--- config.mk ---
export PLATFORM = sky130hd
export DESIGN_NAME = min_max_contrast_stretch_core
export DESIGN_NICKNAME = d
export VERILOG_FILES = /design/src/sv/mmcs_pkg.sv /design/src/sv/min_max_contrast_stretch_core.sv /design/src/sv/mmcs_ctrl.sv /design/src/sv/mmcs_datapath.sv
export SDC_FILE = /design/constraint.sdc
export NUM_CORES = 1
export LEC_CHECK = 0
export BUFFER_PORTS_ARGS = -buffer_cell sky130_fd_sc_hd__buf_4
export CAP_MARGIN = 20
export CORE_ASPECT_RATIO = 1.75
export CORE_UTILIZATION = 40
export DETAILED_ROUTE_END_ITERATION = 10
export GPL_ROUTABILITY_DRIVEN = 1
export MAX_ROUTING_LAYER = met4
export SYNTH_ARGS = -nofsm -noshare
export SYNTH_HDL_FRONTEND = slang
export SYNTH_HIERARCHICAL = 1
export SYNTH_SLANG_ARGS = --single-unit
--- constraint.sdc ---
create_clock -name clk -period 4.3 [get_ports clk]
set_clock_uncertainty 0.1 [all_clocks]
set_input_delay 0.43 -clock clk [delete_from_list [all_inputs] [get_ports clk]]
set_output_delay 0.43 -clock clk [all_outputs]
set_load 0.005 [all_outputs]
--- src/sv/mmcs_pkg.sv ---
`timescale 1ns / 1ps
// Shared types and constants of the min-max contrast stretch core.
package mmcs_pkg;

    // Pixel width and the number of quotient bits produced by the divider.
    localparam int PIX_W     = 8;
    localparam int DIV_STEPS = PIX_W;
    localparam int CNT_W     = $clog2(DIV_STEPS);

    localparam logic [PIX_W-1:0] FULL_SCALE = 8'd255;
    localparam logic [PIX_W-1:0] PIX_ZERO   = 8'd0;

    // Beat kinds carried in tuser.
    localparam logic CMD_MEASURE   = 1'b0;
    localparam logic CMD_NORMALIZE = 1'b1;

    // Controller states, one-hot.
    typedef enum logic [2:0] {
        ST_IDLE   = 3'b001,
        ST_DIVIDE = 3'b010,
        ST_WAIT   = 3'b100
    } state_t;

    // Commands from the controller to the datapath.
    typedef struct packed {
        logic measure;     // fold the input pixel into the marks
        logic start;       // capture a normalize beat and set up the divider
        logic step;        // run one restoring division step
        logic load_step;   // load the output register from the final step
        logic load_held;   // load the output register from the held quotient
    } ctrl_cmd_t;

    // Status from the datapath to the controller.
    typedef struct packed {
        logic out_free;    // output register is empty or drains this cycle
    } dp_status_t;

endpackage

--- src/sv/min_max_contrast_stretch_core.sv ---
`timescale 1ns / 1ps
// A normalize beat is captured, run through the 8-step bit-serial divider and then loaded into the output register.
// The input closes while a normalize beat is divided or waits for the output register, so the next beat waits for it.
// Measure beats are taken every cycle while the divider is idle and give no output beat.
// A finished result waits in the output register while the next beat is accepted.
// Reset (rst_n low, asynchronous) sets the marks to 255 and 0 and empties the output.
// Top level of the min-max contrast stretch core.
module min_max_contrast_stretch_core
(
    input  logic                          clk,
    input  logic                          rst_n,
    input  logic                          s_axis_tvalid,
    output logic                          s_axis_tready,
    input  logic [mmcs_pkg::PIX_W-1:0]    s_axis_tdata,   // [7:0] pixel
    input  logic                          s_axis_tuser,   // [0] command
    input  logic                          s_axis_tlast,
    output logic                          m_axis_tvalid,
    input  logic                          m_axis_tready,
    output logic [mmcs_pkg::PIX_W-1:0]    m_axis_tdata,   // [7:0] stretched
    output logic                          m_axis_tlast
);
    import mmcs_pkg::*;

    ctrl_cmd_t  cmd;
    dp_status_t status;

    // Sequencer.
    mmcs_ctrl u_ctrl
    (
        .clk           (clk),
        .rst_n         (rst_n),
        .s_axis_tvalid (s_axis_tvalid),
        .s_axis_tuser  (s_axis_tuser),
        .s_axis_tready (s_axis_tready),
        .status        (status),
        .cmd           (cmd)
    );

    // Marks, divider and output stage.
    mmcs_datapath u_datapath
    (
        .clk           (clk),
        .rst_n         (rst_n),
        .pixel         (s_axis_tdata),
        .last          (s_axis_tlast),
        .cmd           (cmd),
        .status        (status),
        .m_axis_tready (m_axis_tready),
        .m_axis_tvalid (m_axis_tvalid),
        .m_axis_tdata  (m_axis_tdata),
        .m_axis_tlast  (m_axis_tlast)
    );

endmodule

--- src/sv/mmcs_ctrl.sv ---
`timescale 1ns / 1ps
// Controller state machine that sequences measure beats and the bit-serial divide.
module mmcs_ctrl
(
    input  logic                   clk,
    input  logic                   rst_n,
    input  logic                   s_axis_tvalid,
    input  logic                   s_axis_tuser,
    output logic                   s_axis_tready,
    input  mmcs_pkg::dp_status_t   status,
    output mmcs_pkg::ctrl_cmd_t    cmd
);
    import mmcs_pkg::*;

    state_t           state_reg;
    state_t           state_next;
    logic [CNT_W-1:0] count_reg;
    logic [CNT_W-1:0] count_next;
    logic             accept;
    logic             last_step;

    assign s_axis_tready = (state_reg == ST_IDLE);
    assign accept        = s_axis_tvalid && s_axis_tready;
    assign last_step     = (count_reg == CNT_W'(DIV_STEPS - 1));

    // Next state and commands.
    always_comb
    begin
        state_next    = state_reg;
        count_next    = count_reg;
        cmd           = '0;
        unique case (state_reg)
            ST_IDLE:
            begin
                if (accept && (s_axis_tuser == CMD_MEASURE))
                begin
                    cmd.measure = 1'b1;
                end
                else if (accept)
                begin
                    cmd.start  = 1'b1;
                    count_next = '0;
                    state_next = ST_DIVIDE;
                end
            end
            ST_DIVIDE:
            begin
                cmd.step   = 1'b1;
                count_next = count_reg + CNT_W'(1);
                if (last_step)
                begin
                    if (status.out_free)
                    begin
                        cmd.load_step = 1'b1;
                        state_next    = ST_IDLE;
                    end
                    else
                    begin
                        state_next = ST_WAIT;
                    end
                end
            end
            ST_WAIT:
            begin
                if (status.out_free)
                begin
                    cmd.load_held = 1'b1;
                    state_next    = ST_IDLE;
                end
            end
            default:
            begin
                state_next = ST_IDLE;
            end
        endcase
    end

    // State and step counter.
    always_ff @(posedge clk or negedge rst_n)
    begin
        if (!rst_n)
        begin
            state_reg <= ST_IDLE;
            count_reg <= '0;
        end
        else
        begin
            state_reg <= state_next;
            count_reg <= count_next;
        end
    end

endmodule

--- src/sv/mmcs_datapath.sv ---
`timescale 1ns / 1ps
// Datapath: min and max marks, restoring divider and output register.
module mmcs_datapath
(
    input  logic                          clk,
    input  logic                          rst_n,
    input  logic [mmcs_pkg::PIX_W-1:0]    pixel,
    input  logic                          last,
    input  mmcs_pkg::ctrl_cmd_t           cmd,
    output mmcs_pkg::dp_status_t          status,
    input  logic                          m_axis_tready,
    output logic                          m_axis_tvalid,
    output logic [mmcs_pkg::PIX_W-1:0]    m_axis_tdata,
    output logic                          m_axis_tlast
);
    import mmcs_pkg::*;

    logic [PIX_W-1:0]   low_mark_reg;
    logic [PIX_W-1:0]   high_mark_reg;
    logic               frame_open_reg;
    logic [PIX_W-1:0]   base_low;
    logic [PIX_W-1:0]   base_high;

    logic [PIX_W-1:0]   span_reg;
    logic [PIX_W-1:0]   rem_reg;
    logic [PIX_W-1:0]   shift_reg;
    logic [PIX_W-1:0]   quot_reg;
    logic               zero_reg;
    logic               full_reg;
    logic               last_reg;

    logic [PIX_W-1:0]   offset;
    logic [2*PIX_W-1:0] dividend;
    logic [PIX_W:0]     trial;
    logic               q_bit;
    logic [PIX_W-1:0]   rem_step;
    logic [PIX_W-1:0]   quot_step;
    logic [PIX_W-1:0]   result;

    logic               out_valid_reg;
    logic [PIX_W-1:0]   out_data_reg;
    logic               out_last_reg;
    logic               load;

    // Marks restart from 255 and 0 when no measure pass is open.
    assign base_low  = frame_open_reg ? low_mark_reg  : FULL_SCALE;
    assign base_high = frame_open_reg ? high_mark_reg : PIX_ZERO;

    always_ff @(posedge clk or negedge rst_n)
    begin
        if (!rst_n)
        begin
            low_mark_reg   <= FULL_SCALE;
            high_mark_reg  <= PIX_ZERO;
            frame_open_reg <= 1'b0;
        end
        else if (cmd.measure)
        begin
            low_mark_reg   <= (pixel < base_low)  ? pixel : base_low;
            high_mark_reg  <= (pixel > base_high) ? pixel : base_high;
            frame_open_reg <= !last;
        end
    end

    // Dividend is (pixel - low) * 255, formed as a shift and a subtract.
    assign offset   = pixel - low_mark_reg;
    assign dividend = {offset, PIX_ZERO} - {PIX_ZERO, offset};

    // One restoring step: bring down a dividend bit and try the subtract.
    assign trial     = {rem_reg, shift_reg[PIX_W-1]};
    assign q_bit     = (trial >= {1'b0, span_reg});
    assign rem_step  = q_bit ? PIX_W'(trial - {1'b0, span_reg}) : trial[PIX_W-1:0];
    assign quot_step = {quot_reg[PIX_W-2:0], q_bit};

    // Divider registers; the quotient fits whenever it is used, since for a pixel inside
    // the marks the dividend's top half is below the span.
    always_ff @(posedge clk)
    begin
        if (cmd.start)
        begin
            span_reg  <= high_mark_reg - low_mark_reg;
            rem_reg   <= dividend[2*PIX_W-1:PIX_W];
            shift_reg <= dividend[PIX_W-1:0];
            quot_reg  <= PIX_ZERO;
            zero_reg  <= (high_mark_reg <= low_mark_reg) || (pixel <= low_mark_reg);
            full_reg  <= (pixel >= high_mark_reg);
            last_reg  <= last;
        end
        else if (cmd.step)
        begin
            rem_reg   <= rem_step;
            shift_reg <= {shift_reg[PIX_W-2:0], 1'b0};
            quot_reg  <= quot_step;
        end
    end

    // Flat range and pixels at or outside the marks bypass the quotient.
    always_comb
    begin
        priority if (zero_reg)
        begin
            result = PIX_ZERO;
        end
        else if (full_reg)
        begin
            result = FULL_SCALE;
        end
        else if (cmd.load_step)
        begin
            result = quot_step;
        end
        else
        begin
            result = quot_reg;
        end
    end

    // Output register decouples the divider from the downstream stall.
    assign load            = cmd.load_step || cmd.load_held;
    assign status.out_free = !out_valid_reg || m_axis_tready;

    always_ff @(posedge clk or negedge rst_n)
    begin
        if (!rst_n)
        begin
            out_valid_reg <= 1'b0;
        end
        else if (load)
        begin
            out_valid_reg <= 1'b1;
        end
        else if (m_axis_tready)
        begin
            out_valid_reg <= 1'b0;
        end
    end

    always_ff @(posedge clk)
    begin
        if (load)
        begin
            out_data_reg <= result;
            out_last_reg <= last_reg;
        end
    end

    assign m_axis_tvalid = out_valid_reg;
    assign m_axis_tdata  = out_data_reg;
    assign m_axis_tlast  = out_last_reg;

endmodule

==> flow_metrics.py, run 1 <==
metrics = {
    "status": {
        "status": "completed",
    },
    "clocking": {
        "cts_buffer_depth": 2,
        "cts_setup_buffers": 0,
        "cts_root_buf": "clkbuf_16",
        "cts_sinks": 68,
        "ctsResizeCount": 0,
        "cts_tree": "yes",
        "ctsHoldBuffers": 1,
        "htree_levels": 3,
        "cts.clk_slew.worst_paths_ns": 0.06,
        "clk-insertion-delay-late_ns": 0.34,
        "cts_buffers": 9,
    },
    "global_routing": {
        "grt_max_degree": 25,
        "grt_pass1_vias": 3733,
        "antenna_found_initial": 0,
        "grt_overflow_total": 0,
        "grt_usage": 0.1977,
        "grt_pass1_wl_mm": 18.51,
    },
    "layout": {
        "nets": 581,
        "antenna_cells": 0,
        "synthToLayoutAreaGrowth_pct": 13.19,
        "drive_gt1_frac": 0.1602,
        "final_common_cell": "ha_1",
        "fin_cells": 653,
        "final_cell_mix": "52 x ha_1, 44 x nor2_1, 37 x inv_1",
    },
    "critical_path": {
        "critPathRequiredTime_ns": 4.26,
        "worstPathArrival_ns": 3.00,
        "r2r_setup_slack_ns": 1.26,
        "path_max_fanout": 12,
        "critPathCaptureType": "register",
        "start_kind": "register",
        "path_class": "register to register",
    },
    "routing": {
        "drtAntennaViolNets": 0,
        "wl_per_cell_um": 17.25,
        "drc": 0,
        "vias_per_cell": 5.634,
        "dr.pass1.iters": 4,
        "wl_mm": 11.26,
        "vias": 3679,
        "dr.first_iter.drc_count": 118,
    },
    "synth": {
        "syn_area_um2": 4858,
        "avgSynthCellArea_um2": 10.04,
        "synth_seq_cells": 68,
        "synth_warnings": 6,
        "ys_seq_area_frac": 0.3814,
        "synth_cell_types": 69,
        "syn_inst": 484,
        "async_flop_share": 0.3529,
        "syn_nets": 552,
        "ys.flop_type": "edfxtp_1",
        "synth_edf_count": 36,
    },
    "place": {
        "hpwlAfterDp_mm": 8.948,
        "place_inst": 636,
        "place.gp.congestion": 0.9244,
        "numPortBuffers": 24,
    },
    "floorplanning": {
        "core_area_um2": 11710,
        "die_h_um": 147.8,
        "pin_count": 25,
        "die_x_um": 85.31,
        "die-area_um2": 12610,
        "rows": 52,
        "start_util": 0.4149,
    },
    "timing": {
        "rsz0062_at_grt": "no",
        "timing.fmax_mhz": 329.3,
        "worst_slew_pin_slew_ns": 0.8111,
        "hold_violations": 0,
        "finalCriticalPeriod_ns": 3.037,
        "drv_slew": 0,
        "setup_viol": 0,
        "min_period_over_period": 0.7063,
        "fin_tns_setup_ns": 0,
        "relSlewSlack": 0.4557,
    },
    "power_and_ir_drop": {
        "p_per_area_nw_per_um2": 647.3,
        "power_w": 0.003560,
        "leakagePower_nw": 2.356,
        "ir_worst_vdd_v": 0.0003068,
    },
    "job": {
        "drv_cap": 0,
    },
    "hold_path": {
        "hp-class": "input pin to register",
    },
}
==> through the flow <==
step | worst slack, ns | utilization | hold WS, ns | cell area, um^2
after floorplan | 1.659 | - | 0.03441 | 4858
after global placement | 1.430 | 0.4424 | 0.2534 | 5181
after detailed placement | 1.346 | 0.4424 | 0.2591 | 5181
after CTS | 1.308 | 0.4696 | 0.1610 | 5499
after global routing | 1.070 | 0.4696 | 0.1590 | 5499
final | 1.263 | 0.4696 | 0.1691 | 5499
==> per-layer routing <==
layer,vias up,share of wire,track usage
li1,1833,-,-
met1,1777,0.37,0.1936
met2,48,0.58,0.3810
met3,21,0.018,0.02736
met4,0,0.027,0.08250
met5,-,0,-
==> final cells by class <==
cell class                      instances  area [um^2]
Fill cell                            1106         6212
Multi-Input combinational cell        367         2806
Sequential cell                        68         1853
Clock buffer                            9        225.2
Timing Repair Buffer                   29        220.2
Tap cell                              135        168.9
Inverter                               38        142.6
Clock inverter                          7        82.58
==> synth_stat cells, types with 8 or more instances <==
| cell type | n | area share |
|---|---|---|
| edfxtp_1 | 36 | 0.22 |
| mux2i_1 | 17 | 0.035 |
| nor2_1 | 44 | 0.034 |
| o21ai_0 | 17 | 0.018 |
| nand3_1 | 8 | 0.0082 |
| xor2_1 | 9 | 0.016 |
| dfxtp_1 | 8 | 0.033 |
| inv_1 | 37 | 0.029 |
| a21o_1 | 11 | 0.017 |
| nand2b_1 | 12 | 0.015 |
| nor2b_1 | 15 | 0.019 |
| nor3_1 | 8 | 0.0082 |
| a211oi_1 | 11 | 0.017 |
| dfrtp_1 | 15 | 0.077 |
| dfstp_2 | 9 | 0.049 |
| ha_1 | 52 | 0.13 |
| xnor2_1 | 12 | 0.022 |
| a22o_1 | 10 | 0.018 |
| o22a_1 | 8 | 0.014 |
| nand2_1 | 20 | 0.015 |
| a21oi_1 | 27 | 0.028 |
==> power breakdown <==
| part | switching [W] | internal, W |
|---|---|---|
| clock network | 0.000314 | 0.000459 |
| registers | 0.000110 | 0.000897 |
| logic | 0.00102 | 0.000762 |
==> cell families (layout without fill, tap and decap cells) <==
family,after synthesis,count (layout),synth area share
flops,68,68,0.3814
compound gates,129,129,0.1942
fa+ha+maj,54,54,0.1422
xor+xnor,21,21,0.03786
mux,25,25,0.05434
buf+inv,49,83,0.04095
simple gates,138,138,0.1491
==> final timing paths <==
path                                                              from                                       to  cells after the start
worst max-delay path            u_datapath/low_mark_reg[1]$_DFFE_PN1P_          u_datapath/rem_reg[5]$_DFFE_PP_                      9
worst min-delay path                                      s_axis_tlast    u_datapath/frame_open_reg$_DFFE_PN0P_                      2
worst max register to register  u_datapath/low_mark_reg[1]$_DFFE_PN1P_          u_datapath/rem_reg[5]$_DFFE_PP_                      9
worst min register to register           u_datapath/last_reg$_DFFE_PP_        u_datapath/m_axis_tlast$_DFFE_PP_                      0
max in group asynchronous                                        rst_n   u_datapath/low_mark_reg[2]$_DFFE_PN1P_                      2
min in group asynchronous                                        rst_n  u_datapath/high_mark_reg[7]$_DFFE_PN0P_                      2
==> critical path, cell delays in order, from the launching register on <==
cell and delay, ns:
dfstp_2 0.57, inv_1 0.07, ha_1 0.35, nor2b_4 0.17, o211ai_2 0.48, nand3_1 0.21, nand4_2 0.21, nor3_1 0.07
o41ai_1 0.37, o22ai_1 0.15
(Power assumes the default switching activity.)
==> run 2: changes to the inputs <==
--- a/config.mk
+++ b/config.mk
@@ -5,6 +5,7 @@
 export SDC_FILE = /design/constraint.sdc
 export NUM_CORES = 1
 export LEC_CHECK = 0
+export ABC_AREA = 1
 export BUFFER_PORTS_ARGS = -buffer_cell sky130_fd_sc_hd__buf_4
 export CAP_MARGIN = 20
 export CORE_ASPECT_RATIO = 1.75
==> constraint.sdc (replaced) <==
create_clock -name clk -period 2.6 [get_ports clk]
set_clock_uncertainty 0.1 [all_clocks]
set_input_delay 0.26 -clock clk [delete_from_list [all_inputs] [get_ports clk]]
set_output_delay 0.26 -clock clk [all_outputs]
set_load 0.005 [all_outputs]
==> flow_metrics.py, run 2 <==
metrics = {
    "status": {
        "status": "completed",
    },
    "clocking": {
        "cts_buffers": 9,
        "cts_setup_buffers": 0,
        "htree_levels": 3,
        "cts.clk_slew.worst_paths_ns": 0.06,
        "clk-insertion-delay-late_ns": 0.34,
        "cts_tree": "yes",
        "cts_root_buf": "clkbuf_16",
        "cts_buffer_depth": 2,
        "cts_sinks": 68,
    },
    "synth": {
        "syn_area_um2": 4976,
        "yosysMostFrequentCell": "nand2_1",
        "synth_common_cells": "189 x nand2_1, 88 x inv_1, 55 x nor2_1, 52 x ha_1, 40 x o21ai_0",
        "synth_edf_count": 36,
        "netlist.area_leader.share": 0.2172,
        "synth_cell_types": 43,
        "synth_warnings": 6,
        "syn_inst": 649,
        "ys.flop_type": "edfxtp_1",
        "ys_seq_area_frac": 0.3724,
        "synthTopCellsByArea": "edfxtp_1 22%, nand2_1 14%, ha_1 13%, dfrtp_1 7.5%, inv_1 6.6%",
        "avgSynthCellArea_um2": 7.667,
        "synth_largest_area_cell": "edfxtp_1",
        "synth_seq_cells": 68,
        "syn_nets": 717,
        "async_flop_share": 0.3529,
    },
    "global_routing": {
        "grt_max_degree": 25,
        "grt_pass1_vias": 4361,
        "grt_pass1_wl_mm": 19.90,
        "grt_overflow_total": 0,
        "grt_usage": 0.2054,
        "antenna_found_initial": 0,
    },
    "critical_path": {
        "worstPathArrival_ns": 2.43,
        "path_class": "register to register",
        "critPathCaptureType": "register",
        "path_max_fanout": 5,
        "start_kind": "register",
        "critPathRequiredTime_ns": 2.58,
    },
    "routing": {
        "vias_per_cell": 5.059,
        "drc": 0,
        "dr.pass1.iters": 7,
        "wl_per_cell_um": 14.04,
        "wl_mm": 11.96,
        "vias": 4310,
        "dr.first_iter.drc_count": 223,
        "drtAntennaViolNets": 0,
    },
    "place": {
        "hpwlAfterDp_mm": 9.705,
        "numPortBuffers": 24,
        "place_inst": 835,
        "place.gp.congestion": 0.8952,
    },
    "floorplanning": {
        "die_h_um": 149.5,
        "die_x_um": 86.31,
        "core_area_um2": 12070,
        "start_util": 0.4123,
        "die-area_um2": 12910,
        "pin_count": 25,
        "rows": 53,
    },
    "hold_path": {
        "hp-class": "input pin to register",
    },
    "job": {
        "drv_cap": 0,
    },
    "layout": {
        "fin_cells": 852,
        "fin_util": 0.4754,
        "final_common_cell": "nand2_1",
        "drive_gt1_frac": 0.1368,
        "nets": 750,
        "antenna_cells": 0,
        "synthToLayoutAreaGrowth_pct": 15.31,
        "final_cell_mix": "185 x nand2_1, 88 x inv_1, 55 x nor2_1",
        "fillers": 1263,
    },
    "power_and_ir_drop": {
        "ir_worst_vdd_v": 0.0006118,
        "leakagePower_nw": 2.720,
        "p_per_area_nw_per_um2": 1301,
    },
    "timing": {
        "setup_viol": 0,
        "rsz0062_at_grt": "no",
        "finalCriticalPeriod_ns": 2.450,
        "hold_slack_ns": 0.01617,
        "relSlewSlack": 0.5169,
        "timing.fmax_mhz": 408.2,
        "worst_slew_pin_slew_ns": 0.7239,
        "drv_slew": 0,
        "min_period_over_period": 0.9421,
        "fin_tns_setup_ns": 0,
        "hold_violations": 0,
    },
}
[run 2: changes by cell type after synthesis, sizes merged, moves of 14 or more]
| cell | delta |
|---|---|
| nand2 | +180 |
| inv | +53 |
| o21ai | +24 |
| nand3 | +23 |
| mux2i | -17 |
| nor2b | -16 |
| nor2 | +14 |
[run 2: layout make-up]
class                           count  area, um^2  area share
Clock buffer                       10       250.2     0.04361
Clock inverter                      6       51.30    0.008940
Inverter                           91       344.1     0.05997
Multi-Input combinational cell    478        2774      0.4834
Sequential cell                    68        1854      0.3232
Tap cell                          165       206.4     0.03598
Timing Repair Buffer               34       257.7     0.04492
[run 2: worst paths after layout]
kind / to / depth (start not counted) / slack (ns) / startpoint
worst min-delay path: u_datapath/last_reg$_DFFE_PP_ / 1 / 0.02 / s_axis_tlast
worst min register to register: u_datapath/m_axis_tlast$_DFFE_PP_ / 0 / 0.32 / u_datapath/last_reg$_DFFE_PP_
max in group asynchronous: u_ctrl/state_reg[0]$_DFFE_PN1P_ / 2 / 1.83 / rst_n
worst max-delay path: u_datapath/rem_reg[4]$_DFFE_PP_ / 13 / 0.15 / u_datapath/low_mark_reg[1]$_DFFE_PN1P_
min in group asynchronous: u_datapath/high_mark_reg[1]$_DFFE_PN0P_ / 2 / 0.26 / rst_n
worst max register to register: u_datapath/rem_reg[4]$_DFFE_PP_ / 13 / 0.15 / u_datapath/low_mark_reg[1]$_DFFE_PN1P_
[run 2: critical path: stages (launching register included)]
cell	delay (ns)
dfstp_2	0.53
inv_1	0.08
ha_4	0.31
xor2_2	0.16
ha_1	0.18
nand3_1	0.10
nor2_1	0.15
nand2_1	0.12
nor2_4	0.14
nand2_2	0.10
nand2_1	0.07
nand2_1	0.04
nand3_1	0.06
nand2_1	0.06
[run 2: power by group]
part           switching, W  internal [W]
Sequential         0.000261       0.00171
Combinational       0.00269       0.00158
Clock              0.000502      0.000721
Total               0.00346       0.00401
[run 2: per-stage QoR]
| step | instance area [um^2] | setup WS (ns) | power (W) |
|---|---|---|---|
| finish | 5738 | 0.1505 | 0.007465 |
| global route | 5738 | 0.007112 | 0.008179 |
| floorplan | 4976 | 0.1366 | 0.005058 |
| detailed placement | 5371 | 0.05309 | 0.006168 |
| CTS | 5683 | 0.04109 | 0.007433 |
| global placement | 5371 | 0.1087 | 0.006053 |
[run 2: repair_timing]
action / in CTS / in global routing
hold buffers: 1 / 0
endpoints found under the setup margin: 0 / 10
resized for setup: 0 / 14
endpoints found under the hold margin: 15 / 0
[run 2: cells by family (layout without fill, tap and decap cells)]
family / count (synthesis) / count (layout) / synth area share
xor+xnor: 13 / 13 / 0.02439
compound gates: 104 / 104 / 0.1194
flops: 68 / 68 / 0.3724
simple gates: 307 / 307 / 0.2640
fa+ha+maj: 54 / 54 / 0.1388
buf+inv: 103 / 141 / 0.08097
[run 2: layer usage]
layer / vias to the layer above / global-route usage / wire length (um)
li1: 2206 / - / -
met1: 2000 / 0.1940 / 4412
met2: 79 / 0.3976 / 6951
met3: 25 / 0.02978 / 259
met4: 0 / 0.09417 / 336
met5: - / - / 0
